`src/sv/assert_macros.svh`:
```
// ---------------------------------------------------------------------------
// assert_macros.svh
// Concurrent assertion wrappers used by the timer bank RTL.
// ---------------------------------------------------------------------------
`ifndef ASSERT_MACROS_SVH
`define ASSERT_MACROS_SVH

// check on every clock edge, reset included
`define ASSERT_ALWAYS(label, clk, prop, msg) \
  label: assert property (@(posedge clk) (prop)) else $error(msg);

// check outside of reset (active-low reset)
`define ASSERT_RST(label, clk, rst_n, prop, msg) \
  label: assert property (@(posedge clk) disable iff (!rst_n) (prop)) else $error(msg);

`endif

```
`src/sv/ptb_pkg.sv`:
```
// ---------------------------------------------------------------------------
// ptb_pkg
// Types and constants of the PLC timer bank.
// ---------------------------------------------------------------------------
package ptb_pkg;

  localparam int TIMER_COUNT = 256;
  localparam int ID_W        = 8;
  localparam int TIME_W      = 32;
  localparam int IDX_W       = (TIMER_COUNT > 1) ? $clog2(TIMER_COUNT) : 1;
  localparam logic [ID_W:0] ID_LIMIT = (ID_W + 1)'(TIMER_COUNT);

  typedef enum logic [2:0] {
    FN_ON_DELAY  = 3'd0,
    FN_OFF_DELAY = 3'd1,
    FN_PULSE     = 3'd2,
    FN_MONO      = 3'd3,
    FN_RETAIN    = 3'd4,
    FN_GET_TIME  = 3'd5,
    FN_GET_STATE = 3'd6
  } func_t;

  typedef struct packed {
    logic [TIME_W-1:0] stamp;
    logic [TIME_W-1:0] accum;
    logic              active;
    logic              on;
    logic              prev;
  } entry_t;

  typedef struct packed {
    logic [2:0]        func;
    logic [ID_W-1:0]   tmr_id;
    logic              run_in;
    logic [TIME_W-1:0] delay_ms;
    logic              clear;
    logic [TIME_W-1:0] now_ms;
  } req_t;

  typedef struct packed {
    logic              we;
    entry_t            ent;
    logic              on;
    logic [TIME_W-1:0] elapsed;
  } step_res_t;

endpackage

```
`src/sv/ptb_step.sv`:
```
// ---------------------------------------------------------------------------
// ptb_step
// Timer update: applies one request to the current entry and forms the
// new entry and the response.
// ---------------------------------------------------------------------------
module ptb_step (
  input  ptb_pkg::req_t      req,
  input  logic               ent_vld,
  input  ptb_pkg::entry_t    ent_in,
  output ptb_pkg::step_res_t res
);
  import ptb_pkg::*;

  entry_t            e;
  entry_t            n;
  logic              in_range;
  logic [TIME_W-1:0] diff;
  logic              ge;
  logic              trig;
  logic              ge_t;
  logic              restart;
  logic [TIME_W-1:0] diff_r;
  logic [TIME_W:0]   sum;

  always_comb begin
    e        = ent_vld ? ent_in : '0;
    in_range = ({1'b0, req.tmr_id} < ID_LIMIT);
    diff     = req.now_ms - e.stamp;
    ge       = (diff >= req.delay_ms);
    trig     = req.run_in && !e.prev &&
               ((func_t'(req.func) == FN_PULSE) || !e.active);
    ge_t     = trig ? (req.delay_ms == '0) : ge;
    restart  = req.run_in && !e.prev;
    diff_r   = restart ? '0 : diff;
    sum      = {1'b0, e.accum} + {1'b0, diff_r};
    n        = e;
    res      = '0;
    if (in_range) begin
      case (func_t'(req.func))
        FN_ON_DELAY: begin
          if (req.run_in) begin
            if (!e.active) begin
              n.stamp  = req.now_ms;
              n.active = 1'b1;
              n.on     = 1'b0;
            end else if (ge) begin
              n.on = 1'b1;
            end
          end else begin
            n.active = 1'b0;
            n.on     = 1'b0;
          end
          res.we = 1'b1;
          res.on = n.on;
        end
        FN_OFF_DELAY: begin
          if (req.run_in) begin
            n.active = 1'b0;
            n.on     = 1'b1;
          end else if (e.on) begin
            if (!e.active) begin
              n.stamp  = req.now_ms;
              n.active = 1'b1;
            end else if (ge) begin
              n.on     = 1'b0;
              n.active = 1'b0;
            end
          end
          res.we = 1'b1;
          res.on = n.on;
        end
        FN_PULSE, FN_MONO: begin
          if (trig) begin
            n.stamp  = req.now_ms;
            n.active = 1'b1;
            n.on     = 1'b1;
          end
          n.prev = req.run_in;
          if (n.active) begin
            if (ge_t) begin
              n.on     = 1'b0;
              n.active = 1'b0;
            end
          end else begin
            n.on = 1'b0;
          end
          res.we = 1'b1;
          res.on = n.on;
        end
        FN_RETAIN: begin
          if (req.clear) begin
            n.accum  = '0;
            n.on     = 1'b0;
            n.active = 1'b0;
            n.prev   = req.run_in;
            res.we   = ent_vld;
            res.on   = 1'b0;
          end else begin
            if (req.run_in) begin
              if (restart) begin
                n.active = 1'b1;
              end
              n.stamp = req.now_ms;
              if (sum >= {1'b0, req.delay_ms}) begin
                n.accum = req.delay_ms;
                n.on    = 1'b1;
              end else begin
                n.accum = sum[TIME_W-1:0];
              end
            end else begin
              n.active = 1'b0;
            end
            n.prev = req.run_in;
            res.we = 1'b1;
            res.on = n.on;
          end
        end
        FN_GET_TIME: begin
          if (e.accum != '0) begin
            res.elapsed = e.accum;
          end else if (e.active) begin
            res.elapsed = diff;
          end
        end
        FN_GET_STATE: begin
          res.on = e.on;
        end
        default: begin
          res = '0;
        end
      endcase
    end
    res.ent = n;
  end

endmodule

```
`config.mk`:
```
export PLATFORM = sky130hd
export DESIGN_NAME = ptb_step
export DESIGN_NICKNAME = d
export VERILOG_FILES = /design/src/sv/assert_macros.svh /design/src/sv/ptb_pkg.sv /design/src/sv/ptb_step.sv
export SDC_FILE = /design/constraint.sdc
export NUM_CORES = 1
export LEC_CHECK = 0
export BUFFER_PORTS_ARGS = -buffer_cell sky130_fd_sc_hd__buf_2
export CORE_MARGIN = 10
export CORE_UTILIZATION = 40
export DETAILED_ROUTE_END_ITERATION = 16
export PLACE_DENSITY_LB_ADDON = 0.25
export SKIP_LAST_GASP = 1
export SLEW_MARGIN = 20
export SYNTH_ARGS = -nofsm -noshare
export SYNTH_HDL_FRONTEND = slang
export SYNTH_SLANG_ARGS = --single-unit
```
`constraint.sdc`:
```
create_clock -name vclk -period 7.5
set_input_delay 0.375 -clock vclk [all_inputs]
set_output_delay 0.375 -clock vclk [all_outputs]
set_load 0.05 [all_outputs]
```
# Word level (Yosys, flattened, before mapping)

Cells that the tools add are included.

Register bits: 0
Output and inout port bits: 101

Add/sub/neg operators: 2
Magnitude comparators: 2
Equality and inequality tests: 6
Multiplexer cells: 40
Reduce and logical (&&, ||, !) cells: 10

Operators by type and width:

| cell               | number |
|---|---|
| $mux 32            | 12 |
| $pmux 32 s4        | 1 |
| $mux 67            | 1 |
| $mux 64            | 1 |
| $mux 35            | 1 |
| $add 32x32->33     | 1 |
| $ge 33x32->1       | 1 |
| $ge 32x32->1       | 1 |
| $logic_not 32->1   | 1 |
| $reduce_bool 32->1 | 1 |
| $sub 32x32->32     | 1 |
| $mux 2             | 7 |
| $mux 1             | 13 |
| $eq 3x3->1 const B | 3 |
| $pmux 2 s4         | 1 |
| $eq 3x2->1 const B | 2 |
| $pmux 1 s5         | 1 |
| $pmux 1 s2         | 2 |
| $reduce_or 4->1    | 1 |
| $eq 3x1->1 const B | 1 |
| $logic_not 3->1    | 1 |
| $logic_and 1x1->1  | 2 |
| $logic_not 1->1    | 2 |
| $reduce_or 2->1    | 1 |
| $logic_or 1x1->1   | 1 |

# Logic depth before layout (Yosys ltp)

Gate-level depths: netlist of the first run.

Word-level depth: 10
Depth in mapped cells: 38
Gate-level depth less buffers: 32

# Worst setup path before layout of the first run

Ideal clock, no wire load.

Kind: input to output
Start point: in ent_vld
End point: out res[60] (netlist name)
Arrival time: 7.884 ns
Required time: 7.125 ns
Setup slack: -0.759 ns
Stages: 33
Buffers on the path: 4
Cell sequence: clkbuf_1 clkbuf_1 clkbuf_1 clkbuf_1 nand2_1 inv_1 ha_1 fa_1 nand2b_1 a2111oi_2 o211ai_1 a211oi_1 o31ai_1 nor2b_1 xnor2_1 and2_1 ha_1 or3_4 a211oi_2 a21oi_1 or3_4 o2111ai_4 a21oi_1 mux2_1 o211ai_2 ha_1 nand4_1 or4_1 o31ai_1 nor3_1 o31ai_4 a221oi_1 a211oi_1

RTL lines:

| element            | RTL line       | RTL |
|---|---|---|
| start: declaration | ptb_step.sv:8  | `input logic ent_vld,` |
| end: declaration   | ptb_step.sv:10 | `output ptb_pkg::step_res_t res` |

==> metrics.cfg, run 1 <==
[power]
powerDensity_nw_per_um2 = 152
power_switching_w = 0.000988
power_frac_comb_pct = 100.0
p_leak_nw = 5.68
p_sw_share_pct = 56.1
p_int_w = 0.000774
clkPwrFrac_pct = 0
ir_drop_mv = 0.0667
power_frac_seq_pct = 0
finalPower_w = 0.00176

[drt]
drt-initial-drc-count = 707
detail_route.wl_per_cell_microns = 20.4
drt_first_pass_iters = 5
vias_per_cell = 5.83
ant_nets = 0
vias = 10500
wl_mm = 36.8
drc = 0

[cells_and_area]
regArea_sq_um = 0
seq_cell_count = 0
mostFrequentLayoutCell = buf_4
mostFrequentLayoutCells = buf_4 (222), buf_2 (210), nand2_1 (130), ha_1 (122), o21ai_0 (107)
clockBufferCount = 0
finalNetCount = 1843
multi_input_area_sq_um = 7940
fin_area_sq_um = 11600
drive_gt1_share_pct = 38.6
syn2layout_area_growth_pct = 53.7
final_util_pct = 62.2
nFillCells = 1729

[setup_path]
cpMaxStageDelayCell = or4_4
endpoint_kind = output port
crit_arrival_ps = 6990
max_stage_delay_ps = 560
worst-path-max-fanout = 8
crit_path_start_kind = primary input
worstSetupPathType = primary input to output port
cp.required_ps = 7120

[timing]
worst_pin_slew_ps = 931
finalHoldViolCount = 0
rsz0062_at_grt = true
setup-violations-final = 0
fin_crit_sh_pct = 98.2
timing.fmax_ghz = 0.136
setup_tns_ps = 0
max-slew-margin-rel_pct = 37.8
min_period_ps = 7360
slew_viol_final = 0

[synth]
seq_area_frac_synth_pct = 0
synth_top_cell_by_area = ha_1
ys.warnings.count = 0
avgSynthCellArea_sq_um = 6.51
yosysTopAreaCellShare_pct = 21.3
ys_types = 76
synthCells = 1155
synth_area_leaders = ha_1 (21%), a21oi_1 (8.2%), o21ai_0 (7.5%)
syn_nets = 1430
synth_area_sq_um = 7520

[floorplanning]
die_area_sq_um = 24700
fp.dieH_microns = 157
core-area_sq_um = 18600
die_width_microns = 157
start_util_pct = 40.5
rows = 50
ioPinCount = 246

[global_routing]
grt_pass1_wl_mm = 54.6
first_global_vias = 10300
grt_overflow_total = 0
grt_max_degree = 64
antenna_found_initial = 6
grt_usage_pct = 27.5

[placed_design]
dpl.hpwl_mm = 30.9
gp_congestion = 1.03
placedInstanceArea_sq_um = 10700
numPortBuffers = 238

[job]
cap_violations = 0

[run_status]
status = finished, final reports clean

[hold_path]
hp-class = primary input to output port

[cts]
cts_hold_buf = 0

==> Yosys cell counts (all sizes together), types with 4 or more instances <==
master,number
and2,42
nand2b,10
a211oi,19
a211o,6
nand2,132
nor3,13
o22ai,6
or3,5
nor2b,7
o211ai,16
a311oi,4
ha,128
or2,4
mux2i,29
buf,12
a21oi,126
clkbuf,39
or4,4
inv,78
o21bai,7
o221ai,4
xnor2,31
o31ai,7
nor2,82
xor2,18
and3,8
a41oi,4
nor4,22
and4,9
o21ai,115
o21a,10
a21o,29
a31oi,16
nand4,21
nand3,56
==> kinds of logic after synthesis <==
group / share of synthesized area (%)
adder cells (fa/ha/maj): 21.8
multiplexers: 4.01
AND/OR/NAND/NOR: 27.8
XOR/XNOR: 5.71
AO/OA/AOI/OAI: 33.5
buffers and inverters: 7.15
==> worst max-delay path, delay by kind of cell <==
family | cells | cell delay, ps
xor+xnor | 1 | 160
compound gates | 12 | 2250
mux | 2 | 500
simple gates | 9 | 2070
buf+inv | 4 | 640
fa+ha+maj | 4 | 980
==> layer usage <==
metal | wire [microns] | track usage (%) | share of wire [%] | vias up
met3 | 3550 | 7.45 | 9.6 | 72
met1 | 15700 | 35.6 | 43 | 4869
li1 | - | - | - | 5105
met2 | 16400 | 44.0 | 44 | 451
met4 | 1160 | 7.30 | 3.2 | 10
met5 | 56 | 0 | 0.15 | -
==> metrics by stage <==
stage / std cells / setup WS [ps] / hold WS [ps]
3_3_place_gp: 1785 / -38.2 / 1180
3_5_place_dp: 1785 / -187 / 1180
5_1_grt: 1800 / -62.3 / 1210
2_1_floorplan: 1155 / 12.4 / 1010
4_1_cts: 1788 / -12.4 / 1180
6_report: 1801 / 137 / 1180
==> power groups by stage <==
stage	sequential (W)	clock [W]	combinational, W
after global routing	0	0	0.00189
after global placement	0	0	0.00147
after floorplan	0	0	0.000933
final	0	0.0000000000179	0.00176
after CTS	0	0	0.00153
after detailed placement	0	0	0.00148
==> worst paths after layout <==
| check | from | depth (start not counted) | endpoint | slack [ps] |
|---|---|---|---|---|
| min | req[27] | 4 | res[95] | 1180 |
| max | ent_vld | 32 | res[45] | 140 |
==> area by class of cell <==
class | instances | share of cell area [%]
timing repair buffer | 461 | 26.3
multi-input combinational | 1027 | 68.6
tap | 234 | 2.53
antenna | 1 | 0.0216
inverter | 78 | 2.53
==> what timing repair did <==
item	in CTS	in global routing
endpoints found under the setup margin	23	34
resized for setup	25	166
pin swaps	0	41
cloned	3	0
setup buffers	0	12
No activity file was read; power rests on OpenSTA's default activity.
==> run 2: changes to the inputs <==
--- a/config.mk
+++ b/config.mk
@@ -6,9 +6,11 @@
 export NUM_CORES = 1
 export LEC_CHECK = 0
 export BUFFER_PORTS_ARGS = -buffer_cell sky130_fd_sc_hd__buf_2
+export CAP_MARGIN = 20
 export CORE_MARGIN = 10
 export CORE_UTILIZATION = 40
 export DETAILED_ROUTE_END_ITERATION = 16
+export MAX_ROUTING_LAYER = met4
 export PLACE_DENSITY_LB_ADDON = 0.25
 export SKIP_LAST_GASP = 1
 export SLEW_MARGIN = 20
==> metrics.cfg, run 2 (synthesis results as in run 1) <==
[run_status]
status = finished, final reports clean

[floorplanning]
core-area_sq_um = 18600
die_width_microns = 157
fp.dieH_microns = 157
ioPinCount = 246
die_area_sq_um = 24700
start_util_pct = 40.5
rows = 50

[placed_design]
placedInstanceArea_sq_um = 10600
dpl.hpwl_mm = 30.8
numPortBuffers = 238
gp_congestion = 1.06
pre_cts_slack_ps = -165

[global_routing]
grt_max_degree = 64
grt_overflow_total = 0
grt_pass1_wl_mm = 54.5
antenna_found_initial = 5
met1_usage_pct = 36.8
grt_usage_pct = 28.2
grt_use_met2_pct = 45.0
grt_busiest_layer = met2
use_met3_pct = 3.88
first_global_vias = 10200

[drt]
wl_mm = 36.1
ant_nets = 0
vias = 10500
vias_per_cell = 5.85
detail_route.wl_per_cell_microns = 20.2
drt_first_pass_iters = 5
drc = 0
drt-initial-drc-count = 819

[hold_path]
hp-class = primary input to output port
min_to = res[74]
hold_path_depth = 4
min_from = req[6]

[timing]
finalHoldViolCount = 0
max-slew-margin-rel_pct = 37.4
timing.fmax_ghz = 0.136
fin_crit_sh_pct = 97.8
fin_ws_ps = 167
setup_tns_ps = 0
rsz0062_at_grt = true
setup-violations-final = 0
worst_pin_slew_ps = 936
min_period_ps = 7330
holdWs_ps = 1180
slew_viol_final = 0

[setup_path]
worst-path-max-fanout = 7
max_stage_delay_ps = 560
endpoint_kind = output port
cp.required_ps = 7120
crit_arrival_ps = 6960
cpMaxStageDelayCell = or4_4
worstSetupPathType = primary input to output port
crit_path_start_kind = primary input
crit_buf_inv = 5
cp_top_family = simple AND/OR/NAND/NOR gates

[job]
cap_violations = 0

[cells_and_area]
regArea_sq_um = 0
fin_area_sq_um = 11400
seq_cell_count = 0
finalNetCount = 1824
mostFrequentLayoutCell = buf_2
drive_gt1_share_pct = 36.8
clockBufferCount = 0
mostFrequentLayoutCells = buf_2 (206), buf_4 (205), nand2_1 (129), ha_1 (125), o21ai_0 (107)
nFillCells = 1768
syn2layout_area_growth_pct = 51.3

[cts]
cts_hold_buf = 0

[power]
ir_drop_mv = 0.0644
powerDensity_nw_per_um2 = 152
p_leak_nw = 5.59

-- run 2: cell count changes in the layout (fill, tap and decap cells not counted), sizes merged --
cell	delta
buf	-17
diode	+4
clkbuf	-2
-- run 2: power breakdown --
group / switching (W) / internal [W] / leakage, nW
clock: 0 / 0.0000000000891 / 0.0000317
sequential: 0 / 0 / 0
combinational: 0.000969 / 0.000763 / 5.59
total: 0.000969 / 0.000763 / 5.59
-- run 2: final cells by class --
cell class         count  area [sq um]  share of cell area [%]
multi-input cells   1027          7840                    68.8
repair buffers       442          2950                    25.9
inverters             78           293                    2.57
well taps            234           293                    2.57
diodes                 5          12.5                   0.110
-- run 2: timing repair --
item	CTS	global route
pin swaps	3	41
endpoints found under the setup margin	24	34
setup buffers	1	7
gates cloned	3	0
gates resized for setup	47	136
-- run 2: how the worst max path moves through the flow --
stage,from,to,slack [ps],depth (start not counted)
2_1_floorplan,ent_vld,res[67],10,34
3_3_place_gp,ent_vld,res[47],-70,32
3_5_place_dp,ent_vld,res[56],-170,33
4_1_cts,ent_vld,res[38],-20,33
5_1_grt,ent_vld,res[49],-120,32
6_report,ent_vld,res[56],170,32
-- run 2: per-layer routing --
layer	part of all wire [%]	wire length, microns
met1	43	15600
met2	45	16200
met3	9.0	3240
met4	2.9	1030
met5	0	0
-- run 2: per-stage QoR --
step | util, % | total power [W] | std cells
after floorplan | - | 0.000933 | 1155
after global placement | 56.8 | 0.00144 | 1771
after detailed placement | 56.8 | 0.00146 | 1771
after CTS | 58.1 | 0.00158 | 1775
after global routing | 61.3 | 0.00186 | 1786
final | 61.3 | 0.00173 | 1786
==> run 3: changes to the inputs <==
==> constraint.sdc (replaced) <==
create_clock -name vclk -period 7.4
set_input_delay 0.37 -clock vclk [all_inputs]
set_output_delay 0.37 -clock vclk [all_outputs]
set_load 0.05 [all_outputs]
==> metrics.cfg, run 3 (synthesis results as in run 1) <==
[global_routing]
met1_usage_pct = 36.7
grt_max_degree = 64
grt_use_met2_pct = 44.0
antenna_found_initial = 6
use_met3_pct = 4.12
grt_pass1_wl_mm = 53.9
grt_overflow_total = 0
first_global_vias = 10100
grt_usage_pct = 27.8
grt_busiest_layer = met2

[setup_path]
cp.required_ps = 7030
crit_arrival_ps = 7040
worst_path_most_repeated_cell = buf_6
crit_path_start_kind = primary input
cpMaxStageDelayCell = or3_4
worstSetupPathType = primary input to output port
max_stage_delay_ps = 420
worst-path-max-fanout = 7
endpoint_kind = output port

[cts]
cts_hold_buf = 0

[cells_and_area]
fin_area_sq_um = 11500
finalNetCount = 1818
mostFrequentLayoutCell = buf_2
clockBufferCount = 0
syn2layout_area_growth_pct = 53.4
mostFrequentLayoutCells = buf_2 (203), buf_4 (189), nand2_1 (130), ha_1 (122), o21ai_0 (104)
drive_gt1_share_pct = 37.3
multi_input_area_sq_um = 7960
regArea_sq_um = 0
seq_cell_count = 0
nFillCells = 1739

[timing]
min_period_ps = 7410
timing.fmax_ghz = 0.135
finalHoldViolCount = 0
slew_viol_final = 0
max-slew-margin-rel_pct = 42.2
fin_ws_ps = -12.6
setup-violations-final = 1
fin_crit_sh_pct = 100
worst_pin_slew_ps = 867
rsz0062_at_grt = true

[run_status]
violations = negative setup slack
status = finished, violations left

[power]
ir_drop_mv = 0.0597
finalPower_w = 0.00182
p_int_w = 0.000816
p_leak_nw = 5.59
power_frac_seq_pct = 0
powerDensity_nw_per_um2 = 157
clkPwrFrac_pct = 0
p_sw_share_pct = 55.1
power_switching_w = 0.000999
power_frac_comb_pct = 100.0

[drt]
drt-initial-drc-count = 664
wl_mm = 35.9
drt_first_pass_iters = 5
vias = 10400
vias_per_cell = 5.83
drc = 0
ant_nets = 0
detail_route.wl_per_cell_microns = 20.2

[floorplanning]
fp.dieH_microns = 157
die_width_microns = 157
ioPinCount = 246
die_area_sq_um = 24700
core-area_sq_um = 18600
start_util_pct = 40.5
rows = 50

[placed_design]
pre_cts_slack_ps = -236
gp_congestion = 1.03
dpl.hpwl_mm = 30.2
placedInstanceArea_sq_um = 10500
numPortBuffers = 238

[hold_path]
hp-class = primary input to output port

[job]
cap_violations = 0

run 3: changes by cell type in the layout (fill, tap and decap cells not counted), moves of 4 or more:
cell,before,now
a211oi_1,11,7
a21oi_1,89,94
a21oi_2,15,9
buf_4,205,189
buf_6,23,36
buf_8,1,5
nand3_1,56,52
nand3_2,0,4
o21ai_2,1,5
run 3: worst max-delay path, delay by kind of cell:
family / cells / cell delay, ps
AND/OR/NAND/NOR: 7 / 1600
AO/OA/AOI/OAI: 14 / 2560
buffers and inverters: 8 / 1020
adder cells (fa/ha/maj): 3 / 780
multiplexers: 2 / 510
XOR/XNOR: 1 / 160
run 3: final cells by class:
class | count | share of cell area, %
antenna | 6 | 0.130
inverter | 78 | 2.56
multi-input combinational | 1027 | 69.0
tap | 234 | 2.54
timing repair buffer | 436 | 25.8
run 3: path summary, 6_finish.rpt:
| path | from | slack (ps) | depth (start not counted) | end |
|---|---|---|---|---|
| worst min-delay path | req[6] | 1170 | 4 | res[74] |
| worst max-delay path | ent_vld | -10 | 35 | res[49] |
run 3: per-layer routing:
metal / share of wire, % / wire (microns)
met5: 0 / 0
met4: 2.7 / 967
met3: 9.0 / 3230
met2: 45 / 16100
met1: 44 / 15600
run 3: per-stage QoR:
step / util, % / setup TNS (ps) / instances / hold slack, ps
detailed placement: 56.4 / -5950 / 1758 / 1170
global route: 62.1 / -6960 / 1781 / 1190
global placement: 56.4 / -3490 / 1758 / 1160
finish: 62.1 / -12.6 / 1781 / 1170
CTS: 57.9 / -0.414 / 1763 / 1170
floorplan: - / 0 / 1155 / 1000
run 3: power by group through the flow:
stage | Sequential, W | Clock (W) | Combinational [W]
after floorplan | 0 | 0 | 0.000948
after global placement | 0 | 0 | 0.00146
after detailed placement | 0 | 0 | 0.00147
after CTS | 0 | 0 | 0.00158
after global routing | 0 | 0.000000000108 | 0.00194
final | 0 | 0.000000000108 | 0.00182
run 3: what timing repair did:
item	in CTS	in global routing
cloned	3	0
setup buffers	2	13
pin swaps	6	55
hold endpoints to repair	0	0
endpoints found under the setup margin	34	34
resized for setup	68	157
